[src/hdl/base64_decoder_assert.svh]
// Assertion helpers, clocked on aclk, off while aresetn is low.
`ifndef BASE64_DECODER_ASSERT_SVH
`define BASE64_DECODER_ASSERT_SVH

// same-cycle implication
`define B64D_ASSERT_NOW(label, ante, cons) \
    label: assert property (@(posedge aclk) disable iff (!aresetn) (ante) |-> (cons)) \
        else $error("assertion failed");

// next-cycle implication
`define B64D_ASSERT_NEXT(label, ante, cons) \
    label: assert property (@(posedge aclk) disable iff (!aresetn) (ante) |=> (cons)) \
        else $error("assertion failed");

`endif

[src/hdl/b64d_pkg.sv]
package b64d_pkg;

    localparam int unsigned GROUP_BITS = 24;

    // one queued job: up to three bytes of a group, or a lone end marker
    typedef struct packed {
        logic [GROUP_BITS-1:0] group;
        logic [1:0]            nbytes; // 0: single beat without a byte
        logic                  fin;
        logic                  err;
    } cmd_t;

endpackage

[src/hdl/b64d_front.sv]
module b64d_front (
    input  logic            aclk,
    input  logic            aresetn,
    input  logic            s_valid,
    output logic            s_ready,
    input  logic [7:0]      s_in_char,
    input  logic            s_end_of_message,
    input  logic            q_full,
    output logic            q_push,
    output b64d_pkg::cmd_t  q_cmd
);
    import b64d_pkg::*;

    localparam logic [7:0] CHAR_UPPER_A = 8'h41;
    localparam logic [7:0] CHAR_UPPER_Z = 8'h5A;
    localparam logic [7:0] CHAR_LOWER_A = 8'h61;
    localparam logic [7:0] CHAR_LOWER_Z = 8'h7A;
    localparam logic [7:0] CHAR_ZERO    = 8'h30;
    localparam logic [7:0] CHAR_NINE    = 8'h39;
    localparam logic [7:0] CHAR_PLUS    = 8'h2B;
    localparam logic [7:0] CHAR_SLASH   = 8'h2F;
    localparam logic [7:0] CHAR_PAD     = 8'h3D;

    // {skip, value}
    function automatic logic [6:0] decode(input logic [7:0] c);
        logic [7:0] d;
        d = 8'h00;
        priority if (c >= CHAR_UPPER_A && c <= CHAR_UPPER_Z) begin
            d = c - CHAR_UPPER_A;
            return {1'b0, d[5:0]};
        end else if (c >= CHAR_LOWER_A && c <= CHAR_LOWER_Z) begin
            d = c - CHAR_LOWER_A + 8'd26;
            return {1'b0, d[5:0]};
        end else if (c >= CHAR_ZERO && c <= CHAR_NINE) begin
            d = c - CHAR_ZERO + 8'd52;
            return {1'b0, d[5:0]};
        end else if (c == CHAR_PLUS) begin
            return {1'b0, 6'd62};
        end else if (c == CHAR_SLASH) begin
            return {1'b0, 6'd63};
        end else if (c == CHAR_PAD) begin
            return {1'b0, 6'd0};
        end else begin
            return {1'b1, 6'd0};
        end
    endfunction

    logic [17:0] partial_reg, partial_next;
    logic [1:0]  pos_reg, pos_next;
    logic        third_pad_reg, third_pad_next;
    logic [23:0] held_reg, held_next;
    logic        held_valid_reg, held_valid_next;
    logic [1:0]  held_pad_reg, held_pad_next;

    logic [6:0]  dec;
    logic        char_ok;
    logic        is_pad;
    logic        flush;
    logic        accept;

    assign s_ready = !q_full;
    assign accept  = s_valid && s_ready;
    assign dec     = decode(s_in_char);
    assign char_ok = !dec[6];
    assign is_pad  = (s_in_char == CHAR_PAD);
    assign flush   = char_ok && (pos_reg == 2'd0) && held_valid_reg;

    always_comb begin
        partial_next    = partial_reg;
        pos_next        = pos_reg;
        third_pad_next  = third_pad_reg;
        held_next       = held_reg;
        held_valid_next = held_valid_reg;
        held_pad_next   = held_pad_reg;

        q_cmd.group  = held_reg;
        q_cmd.nbytes = 2'd3;
        q_cmd.fin    = 1'b0;
        q_cmd.err    = 1'b0;
        q_push       = 1'b0;

        if (char_ok) begin
            if (flush) begin
                q_push          = 1'b1;
                held_valid_next = 1'b0;
            end
            if (pos_reg != 2'd3) begin
                partial_next = {partial_reg[11:0], dec[5:0]};
                if (pos_reg == 2'd2) begin
                    third_pad_next = is_pad;
                end
                pos_next = pos_reg + 2'd1;
            end else begin
                held_next       = {partial_reg, dec[5:0]};
                held_valid_next = 1'b1;
                held_pad_next   = {third_pad_reg, is_pad};
                partial_next    = '0;
                third_pad_next  = 1'b0;
                pos_next        = 2'd0;
            end
        end

        if (s_end_of_message) begin
            q_push = 1'b1;
            if (pos_next != 2'd0) begin
                q_cmd.fin = 1'b1;
                q_cmd.err = 1'b1;
                if (!flush) begin
                    q_cmd.nbytes = 2'd0;
                end
            end else if (held_valid_next) begin
                q_cmd.group = held_next;
                q_cmd.fin   = 1'b1;
                priority if (held_pad_next[1]) begin
                    q_cmd.nbytes = 2'd1;
                end else if (held_pad_next[0]) begin
                    q_cmd.nbytes = 2'd2;
                end else begin
                    q_cmd.nbytes = 2'd3;
                end
            end else begin
                q_cmd.nbytes = 2'd0;
                q_cmd.fin    = 1'b1;
            end
            partial_next    = '0;
            pos_next        = 2'd0;
            third_pad_next  = 1'b0;
            held_next       = '0;
            held_valid_next = 1'b0;
            held_pad_next   = 2'd0;
        end

        if (!accept) begin
            q_push = 1'b0;
        end
    end

    always_ff @(posedge aclk) begin
        if (!aresetn) begin
            partial_reg    <= '0;
            pos_reg        <= 2'd0;
            third_pad_reg  <= 1'b0;
            held_reg       <= '0;
            held_valid_reg <= 1'b0;
            held_pad_reg   <= 2'd0;
        end else if (accept) begin
            partial_reg    <= partial_next;
            pos_reg        <= pos_next;
            third_pad_reg  <= third_pad_next;
            held_reg       <= held_next;
            held_valid_reg <= held_valid_next;
            held_pad_reg   <= held_pad_next;
        end
    end

endmodule

[src/hdl/b64d_fifo.sv]
`include "base64_decoder_assert.svh"

module b64d_fifo #(
    parameter int unsigned DEPTH = 4
) (
    input  logic            aclk,
    input  logic            aresetn,
    input  logic            push,
    input  b64d_pkg::cmd_t  din,
    output logic            full,
    input  logic            pop,
    output b64d_pkg::cmd_t  dout,
    output logic            empty
);
    import b64d_pkg::*;

    localparam int unsigned PTR_W = (DEPTH > 1) ? $clog2(DEPTH) : 1;
    localparam int unsigned CNT_W = $clog2(DEPTH + 1);

    cmd_t             mem [DEPTH];
    logic [PTR_W-1:0] wr_reg, wr_next;
    logic [PTR_W-1:0] rd_reg, rd_next;
    logic [CNT_W-1:0] count_reg;

    assign full  = (count_reg == CNT_W'(DEPTH));
    assign empty = (count_reg == '0);
    assign dout  = mem[rd_reg];

    assign wr_next = (wr_reg == PTR_W'(DEPTH - 1)) ? '0 : wr_reg + PTR_W'(1);
    assign rd_next = (rd_reg == PTR_W'(DEPTH - 1)) ? '0 : rd_reg + PTR_W'(1);

    always_ff @(posedge aclk) begin
        if (push) begin
            mem[wr_reg] <= din;
        end
    end

    always_ff @(posedge aclk) begin
        if (!aresetn) begin
            wr_reg    <= '0;
            rd_reg    <= '0;
            count_reg <= '0;
        end else begin
            if (push) begin
                wr_reg <= wr_next;
            end
            if (pop) begin
                rd_reg <= rd_next;
            end
            if (push && !pop) begin
                count_reg <= count_reg + CNT_W'(1);
            end else if (pop && !push) begin
                count_reg <= count_reg - CNT_W'(1);
            end
        end
    end

    `B64D_ASSERT_NOW(a_count_bound, 1'b1, count_reg <= CNT_W'(DEPTH))
    `B64D_ASSERT_NOW(a_empty_ptrs, empty, wr_reg == rd_reg)
    `B64D_ASSERT_NEXT(a_push_grows, push && !pop, count_reg == $past(count_reg) + CNT_W'(1))

endmodule

[src/hdl/b64d_back.sv]
`include "base64_decoder_assert.svh"

module b64d_back (
    input  logic            aclk,
    input  logic            aresetn,
    input  logic            q_empty,
    input  b64d_pkg::cmd_t  q_cmd,
    output logic            q_pop,
    output logic            m_valid,
    input  logic            m_ready,
    output logic [7:0]      m_out_byte,
    output logic            m_byte_valid,
    output logic            m_final_result,
    output logic            m_length_error
);
    import b64d_pkg::*;

    cmd_t       cmd_reg;
    logic [1:0] idx_reg;
    logic       busy_reg;
    logic       last;
    logic       take;
    logic [7:0] sel;

    assign last  = (cmd_reg.nbytes == 2'd0) || (idx_reg == cmd_reg.nbytes - 2'd1);
    assign take  = busy_reg && m_ready;
    assign q_pop = !q_empty && (!busy_reg || (take && last));

    always_comb begin
        unique case (idx_reg)
            2'd0:    sel = cmd_reg.group[23:16];
            2'd1:    sel = cmd_reg.group[15:8];
            default: sel = cmd_reg.group[7:0];
        endcase
    end

    assign m_valid        = busy_reg;
    assign m_byte_valid   = (cmd_reg.nbytes != 2'd0);
    assign m_out_byte     = m_byte_valid ? sel : 8'h00;
    assign m_final_result = cmd_reg.fin && last;
    assign m_length_error = cmd_reg.err && last;

    always_ff @(posedge aclk) begin
        if (q_pop) begin
            cmd_reg <= q_cmd;
        end
    end

    always_ff @(posedge aclk) begin
        if (!aresetn) begin
            busy_reg <= 1'b0;
            idx_reg  <= 2'd0;
        end else if (q_pop) begin
            busy_reg <= 1'b1;
            idx_reg  <= 2'd0;
        end else if (take) begin
            if (last) begin
                busy_reg <= 1'b0;
            end else begin
                idx_reg <= idx_reg + 2'd1;
            end
        end
    end

    `B64D_ASSERT_NOW(a_err_on_final, m_valid && m_length_error, m_final_result)
    `B64D_ASSERT_NOW(a_bare_is_final, m_valid && !m_byte_valid, m_final_result)

endmodule

[src/hdl/base64_decoder.sv]
// Base64 decoder: one character beat accepted per cycle while the job queue has room.
// A beat that yields output goes into a queue entry, then the back-end command register.
// Throughput: results leave the back end at one beat per cycle while m_ready is high; a full
// group gives three result beats, the queue (DEPTH jobs) absorbs bursts before input stalls.
// Reset: synchronous, active-low aresetn clears decode state, queue and output stage.
module base64_decoder #(
    parameter int unsigned DEPTH = 4
) (
    input  logic       aclk,
    input  logic       aresetn,
    input  logic       s_valid,
    output logic       s_ready,
    input  logic [7:0] s_in_char,
    input  logic       s_end_of_message,
    output logic       m_valid,
    input  logic       m_ready,
    output logic [7:0] m_out_byte,
    output logic       m_byte_valid,
    output logic       m_final_result,
    output logic       m_length_error
);
    import b64d_pkg::*;

    cmd_t push_cmd;
    cmd_t pop_cmd;
    logic push;
    logic pop;
    logic full;
    logic empty;

    b64d_front u_front (
        .aclk             (aclk),
        .aresetn          (aresetn),
        .s_valid          (s_valid),
        .s_ready          (s_ready),
        .s_in_char        (s_in_char),
        .s_end_of_message (s_end_of_message),
        .q_full           (full),
        .q_push           (push),
        .q_cmd            (push_cmd)
    );

    b64d_fifo #(
        .DEPTH (DEPTH)
    ) u_fifo (
        .aclk    (aclk),
        .aresetn (aresetn),
        .push    (push),
        .din     (push_cmd),
        .full    (full),
        .pop     (pop),
        .dout    (pop_cmd),
        .empty   (empty)
    );

    b64d_back u_back (
        .aclk           (aclk),
        .aresetn        (aresetn),
        .q_empty        (empty),
        .q_cmd          (pop_cmd),
        .q_pop          (pop),
        .m_valid        (m_valid),
        .m_ready        (m_ready),
        .m_out_byte     (m_out_byte),
        .m_byte_valid   (m_byte_valid),
        .m_final_result (m_final_result),
        .m_length_error (m_length_error)
    );

endmodule
[config.mk]
export PLATFORM = sky130hd
export DESIGN_NAME = base64_decoder
export DESIGN_NICKNAME = d
export VERILOG_FILES = /design/src/hdl/b64d_pkg.sv /design/src/hdl/b64d_front.sv /design/src/hdl/b64d_fifo.sv /design/src/hdl/b64d_back.sv /design/src/hdl/base64_decoder.sv
export VERILOG_INCLUDE_DIRS = /design/src /design/src/hdl
export SDC_FILE = /design/constraint.sdc
export NUM_CORES = 1
export LEC_CHECK = 0
export BUFFER_PORTS_ARGS = -buffer_cell sky130_fd_sc_hd__buf_4
export CORE_AREA = 2 2 139 141
export CTS_CLUSTER_DIAMETER = 40
export DETAILED_ROUTE_END_ITERATION = 10
export DIE_AREA = 0 0 141 143
export GPL_TIMING_DRIVEN = 0
export PLACE_DENSITY_LB_ADDON = 0.15
export SETUP_SLACK_MARGIN = 0.2
export SLEW_MARGIN = 20
export SYNTH_ARGS = -nofsm -noshare
export SYNTH_HDL_FRONTEND = slang
export SYNTH_SLANG_ARGS = --single-unit
[constraint.sdc]
create_clock -name aclk -period 4.7 [get_ports aclk]
set_input_delay 0.705 -clock aclk [delete_from_list [all_inputs] [get_ports aclk]]
set_output_delay 0.705 -clock aclk [all_outputs]
set_load 0.02 [all_outputs]
==> results of run 1 <==
==> worst max-delay path by stage <==
stage                            start             endpoint  slack, ps  cells after the start
after floorplan           s_in_char[1]  u_fifo.count_reg[2]        830                     15
after global placement    s_in_char[0]    u_fifo.mem[3][26]         -3                     11
after detailed placement  s_in_char[1]  u_fifo.count_reg[2]        250                     16
after CTS                 s_in_char[0]  u_fifo.count_reg[2]        690                     16
after global routing      s_in_char[0]  u_fifo.count_reg[2]        370                     16
final                     s_in_char[1]  u_fifo.count_reg[2]        690                     16
==> power by group <==
part | switching [mW] | internal (mW) | leakage (nW)
combinational | 0.588 | 0.423 | 1.26
sequential | 0.0730 | 2.12 | 1.78
clock | 0.615 | 0.835 | 0.277
total | 1.28 | 3.38 | 3.32
==> through the flow <==
stage | utilization | instance area (µm²) | total power, mW
floorplan | - | 8300 | 2.895
global placement | 0.4726 | 8781 | 3.228
detailed placement | 0.4780 | 8881 | 3.264
CTS | 0.5098 | 9472 | 4.702
global route | 0.5098 | 9472 | 4.869
finish | 0.5098 | 9472 | 4.655
==> worst register-to-register path: cells and delay by family (launching register included) <==
family,cells,cell delay (ps)
AOI/OAI and AO/OA,3,790
xor gates and xnor gates,1,170
adders and majority gates,3,800
buffers and inverters,3,330
DFF,1,360
and+or+nand+nor,2,550
==> layout make-up <==
class / instances / area [µm²]
inverters: 22 / 82.58
fillers: 1534 / 9109
clock inverters: 13 / 157.7
well taps: 234 / 292.8
plain buffers: 28 / 147.6
repair buffers: 29 / 282.8
clock buffers: 19 / 432.9
flip-flops and latches: 198 / 5365
multi-input cells: 294 / 2710
==> per-layer routing <==
layer | track usage | wire [µm] | vias to the layer above
li1 | - | - | 2193
met1 | 0.2291 | 7326 | 2333
met2 | 0.2958 | 8206 | 108
met3 | 0.02716 | 606 | 16
met4 | 0.06684 | 257 | 0
met5 | 0 | 0 | -
==> logic make-up after synthesis <==
| logic type | Yosys count | synth area share |
|---|---|---|
| AOI/OAI and AO/OA | 110 | 0.1082 |
| adders and majority gates | 22 | 0.03407 |
| buffers and inverters | 50 | 0.02774 |
| xor gates and xnor gates | 7 | 0.007386 |
| muxes | 57 | 0.1144 |
| DFF | 198 | 0.6464 |
| and+or+nand+nor | 98 | 0.06180 |
==> layout by cell type, fill, tap and decap left out, types with 13 or more instances in the layout <==
| cell type | count |
|---|---|
| nor2_1 | 14 |
| dfxtp_1 | 58 |
| a22o_1 | 39 |
| a21oi_1 | 14 |
| ha_1 | 21 |
| mux4_2 | 28 |
| inv_1 | 21 |
| clkbuf_16 | 17 |
| edfxtp_1 | 140 |
| buf_4 | 26 |
| clkbuf_1 | 13 |
| mux2_2 | 23 |
| nand2_1 | 31 |
==> impl_results.md, run 1 <==
* Grt total ovfl at 0
* Min-Delay Path Class: flop to flop
* H-Tree Depth at 4
* Final net count at 625
* Cell accounting for the most synthesized area: edfxtp_1
* Cell count after placement at 805
* Worst skew pair latency at 430 ps
* First-pass GRT wire length at 26480 µm
* Top cell family by delay on the critical path: compound AO/OA/AOI/OAI gates
* Power density over the cells at 491.5 mW/mm²
* Max-cap violations at 0
* RSZ-0062 raised after global routing: no
* Final hold slack at 467.3 ps
* Reg2reg start: u_back.cmd_reg[2]
* Reg2reg setup slack at 1620 ps
* Crit start category: primary input
* EDFF count, synth at 140
* Synthesized area at 0.008300 mm²
* Slew headroom at 0.4158
* Hold Crit Depth at 1
* Slew @ Worst Pin at 876.4 ps
* Area of the core at 0.01858 mm²
* Clock sinks at 198
* VDD IR max at 240.7 µV
* Count of yosys warnings during synthesis at 0
* Lkg Pwr at 3.318 nW
* DP HPWL at 11430 µm
* Setup bufs post-CTS at 0
* Reg2Reg Depth at 12
* Largest register FFs at 112
* Die ar. at 0.02016 mm²
* Vias per cell at 5.556
* Tcrit/Tclk final at 0.8526
* Yosys top cell area share at 0.5065
* Non-filler cells, final at 837
* Via count at 4650
* Register area share after synthesis at 0.6464
* Cell Chain, Critical Path: buf_4 > clkbuf_1 > inv_1 > ha_1 > inv_1 > o21ai_0 > a311oi_2 > buf_2 > nor2_4 > o31ai_4 > ha_1 > inv_1 > fa_1 > xor2_1 > or3_1 > a21boi_0
* Drt initial violations at 250
* ANT cells at 0
* Die Y at 143 µm
* ANT nets after route at 0
* Worst reg2reg endpoint: u_fifo.count_reg[2]
* Critical path arrival at 4350 ps
* Max Root-Sink Buffers at 2
* Area Overhead vs Synth at 14.11%
* Top cells by area, synth: edfxtp_1 (51%), dfxtp_1 (14%), mux4_2 (7.6%), a22o_1 (4.1%), ha_1 (3.2%)
* Clock Skew at 7.584 ps
* Worst min-delay path startpoint: u_front.held_reg[5]
* Place WS at 245.4 ps
* Post-CTS sizing at 0
* Final setup margin at 693.0 ps
* CP endpoint kind: flop
* Final hold vios at 0
* Io pins at 26
* Async set or reset register ratio after synthesis at 0
* Register bit count reported by yosys at 198
* Clock root cell: clkbuf_16
* Required @ worst endpoint at 5050 ps
* Max Slew Vio Count at 0
* Slowest Stage Delay on Critical Path at 510 ps
* DR pass1 iterations at 4
* Setup_tns at 0 ps
* Initial antenna violation count at 0
* Critical Path Fanout Max at 10
* Synth Flop Type: edfxtp_1
* Final WL at 16400 µm
* Clock transition at path regs at 70 ps
* Vias in the first global route at 4832
* Fin crit period at 4007 ps
* CTS Buf Count at 17
* Outcome: finished, final reports clean
* Syn_nets at 577
* CP dominant cell by count: inv_1
* Gr usage total at 0.1747
* Post-synth cell types at 56
* Largest net degree at the start of global routing at 30
* Avg Inst Size Synth at 15.31 µm²
* Synth cell count leaders: edfxtp_1 (140), dfxtp_1 (58), a22o_1 (39), nand2_1 (31), mux4_2 (28)
* Setup-failing EPs final at 0
* Slowest-stage cell, CP: a311oi_2
* CTS tree: yes
* Fmax achieved at 0.2496 GHz
* Avg WL per Cell at 19.59 µm
* Die W at 141 µm
* Mapped Cells at 542
* Worst hold endpoint: u_front.held_reg[5]
* Share of cells above drive strength 1 at 0.2305
* Initial Util at 0.4467
* WS Path Type: primary input to flop
* FP Rows at 50
* Crit path buf inv count at 6
* Gpl congestion at 0.8147
* PortBufs at 25
* # DRC at 0
* Hold-fix buffer count after cts at 0
* Count leader, synth: edfxtp_1
Note: power is estimated with default switching activity, not from simulation.
==> run 2, diff against run 1 <==
--- a/config.mk
+++ b/config.mk
@@ -7,8 +7,11 @@
 export NUM_CORES = 1
 export LEC_CHECK = 0
 export BUFFER_PORTS_ARGS = -buffer_cell sky130_fd_sc_hd__buf_4
+export CAP_MARGIN = 30
 export CORE_AREA = 2 2 139 141
+export CTS_BUF_LIST = sky130_fd_sc_hd__clkbuf_16
 export CTS_CLUSTER_DIAMETER = 40
+export CTS_CLUSTER_SIZE = 14
 export DETAILED_ROUTE_END_ITERATION = 10
 export DIE_AREA = 0 0 141 143
 export GPL_TIMING_DRIVEN = 0
==> run 2 against run 1 <==
  * Flip-flop and latch count stayed put
  * Largest power group unchanged
  * Via count is 0.30% higher
  * Highest routed layer unchanged
  * Sequential power hardly changed
  * Global-route usage hardly changed
  * Power is 3.2% higher
  * Worst hold slack better by 7.3 ps
  * Register-to-register slack better by 40 ps
  * Final area is 0.87% higher
  * Sequential share of layout area is 0.49 points lower
  * Worst setup slack worse by 5.9 ps
==> impl_results.md, run 2 (synthesized netlist as in run 1, its figures left out) <==
* Post-CTS sizing at 0 (unchanged)
* Min-Delay Path Class: flop to flop (unchanged)
* Max Root-Sink Buffers at 2 (unchanged)
* Most frequent cells in the layout: edfxtp_1 (140), dfxtp_1 (58), a22o_1 (39), nand2_1 (31), mux4_2 (28) (unchanged)
* Crit path launch: s_in_char[0] (was s_in_char[1])
* CTS Buf Count at 17 (unchanged)
* Max Slew Vio Count at 0 (unchanged)
* Clock transition at path regs at 60 ps (was 70 ps)
* Pwr Total at 4.806 mW (was 4.655 mW)
* Final WL at 16460 µm (was 16400 µm)
* RSZ-0062 raised after global routing: no (unchanged)
* Slew @ Worst Pin at 853.5 ps (was 876.4 ps)
* FP Rows at 50 (unchanged)
* WS Path Type: primary input to flop (unchanged)
* Critical path arrival at 4360 ps (was 4350 ps)
* Grt total ovfl at 0 (unchanged)
* First-pass GRT wire length at 26340 µm (was 26480 µm)
* Fin crit period at 4013 ps (was 4007 ps)
* CP endpoint kind: flop (unchanged)
* Area of the core at 0.01858 mm² (unchanged)
* Fmax achieved at 0.2492 GHz (was 0.2496 GHz)
* Clock sinks at 198 (unchanged)
* DR pass1 iterations at 4 (unchanged)
* Power density over the cells at 503.0 mW/mm² (was 491.5 mW/mm²)
* Clock Skew at 17.15 ps (was 7.584 ps)
* Setup-failing EPs final at 0 (unchanged)
* Die ar. at 0.02016 mm² (unchanged)
* Vias per cell at 5.559 (was 5.556)
* Die Y at 143 µm (unchanged)
* Io pins at 26 (unchanged)
* Crit path to: u_fifo.count_reg[2] (unchanged)
* H-Tree Depth at 4 (unchanged)
* Initial Util at 0.4467 (unchanged)
* Via count at 4664 (was 4650)
* Lkg Pwr at 3.372 nW (was 3.318 nW)
* PortBufs at 25 (unchanged)
* VDD IR max at 239.0 µV (was 240.7 µV)
* CTS tree: yes (unchanged)
* Worst reg2reg endpoint: u_fifo.count_reg[2] (unchanged)
* Worst skew pair latency at 430 ps (about the same)
* Slew headroom at 0.4310 (was 0.4158)
* Clock root cell: clkbuf_16 (unchanged)
* Hold-fix buffer count after cts at 0 (unchanged)
* # DRC at 0 (unchanged)
* # fillers at 1532 (was 1534)
* ANT cells at 0 (unchanged)
* ANT nets after route at 0 (unchanged)
* Largest net degree at the start of global routing at 26 (was 30)
* Gpl congestion at 0.8147 (unchanged)
* Avg WL per Cell at 19.62 µm (was 19.59 µm)
* Tcrit/Tclk final at 0.8538 (was 0.8526)
* Die W at 141 µm (unchanged)
* Area Overhead vs Synth at 15.10% (was 14.11%)
* Required @ worst endpoint at 5040 ps (was 5050 ps)
* Gr usage total at 0.1745 (was 0.1747)
* Vias in the first global route at 4809 (was 4832)
* Commonest non-fill, non-tap cell in the layout: edfxtp_1 (unchanged)
* Reg2reg setup slack at 1660 ps (was 1620 ps)
* Largest register FFs at 112 (unchanged)
* Final hold slack at 474.6 ps (was 467.3 ps)
* Place WS at 249.5 ps (was 245.4 ps)
* Reg2reg start: u_back.cmd_reg[2] (unchanged)
* Final setup margin at 687.0 ps (was 693.0 ps)
* Outcome: finished, final reports clean (unchanged)
* Final net count at 627 (was 625)
* Crit start category: primary input (unchanged)
* Setup bufs post-CTS at 0 (unchanged)
* Critical Path Fanout Max at 10 (unchanged)
* Final hold vios at 0 (unchanged)
* Max-cap violations at 0 (unchanged)
* Initial antenna violation count at 0 (unchanged)
* Drt initial violations at 286 (was 250)
* DP HPWL at 11470 µm (was 11430 µm)
* Share of cells above drive strength 1 at 0.2298 (was 0.2305)
* Reg2Reg Depth at 12 (unchanged)
* Hold Crit Depth at 1 (unchanged)
run 2: worst min path at each step:
stage	startpoint	end	slack (ps)
final	u_front.held_reg[0]	u_front.held_reg[0]	470
after global routing	u_front.held_reg[0]	u_front.held_reg[0]	490
after CTS	u_front.held_reg[0]	u_front.held_reg[0]	480
after detailed placement	u_front.held_reg[5]	u_front.held_reg[5]	460
after global placement	u_front.held_reg[0]	u_front.held_reg[0]	440
after floorplan	u_front.held_reg[0]	u_front.held_reg[0]	430
run 2: final cells by class:
cell class                      count  area, µm²  share of cell area
Timing Repair Buffer               31      321.6             0.03366
Multi-Input combinational cell    294       2710              0.2837
Clock inverter                     15      209.0             0.02187
Clock buffer                       17      425.4             0.04453
Buffer                             28      147.6             0.01545
Tap cell                          234      292.8             0.03064
Sequential cell                   198       5365              0.5616
Inverter                           22      82.58            0.008643
run 2: stage by stage:
step	std cells	TNS [ps]	utilization	area, µm²
global route	839	0	0.5142	9554
CTS	838	0	0.5136	9543
floorplan	542	0	-	8300
finish	839	0	0.5142	9554
global placement	801	-35.40	0.4726	8781
detailed placement	806	0	0.4795	8909
run 2: routing by layer:
metal / GRT usage / part of all wire / wire, µm / up-vias
met4: 0.06474 / 0.013 / 212 / 0
li1: - / - / - / 2192
met5: 0 / 0 / 0 / -
met2: 0.2924 / 0.50 / 8253 / 113
met3: 0.02918 / 0.035 / 583 / 14
met1: 0.2308 / 0.45 / 7410 / 2345
run 2: where the power goes:
part	switching [mW]	leakage, nW	internal (mW)
sequential	0.0732	1.78	2.12
clock	0.616	0.311	0.938
combinational	0.600	1.28	0.459
total	1.29	3.37	3.52
run 2: worst max-delay path: stages:
cell,delay [ps]
buf_4,90
clkbuf_1,280
inv_1,110
ha_1,270
inv_1,60
o21ai_0,90
a311oi_2,510
buf_2,350
nor2_4,110
o31ai_4,400
ha_1,250
inv_1,60
fa_1,370
xor2_1,170
or3_1,300
a21boi_0,190
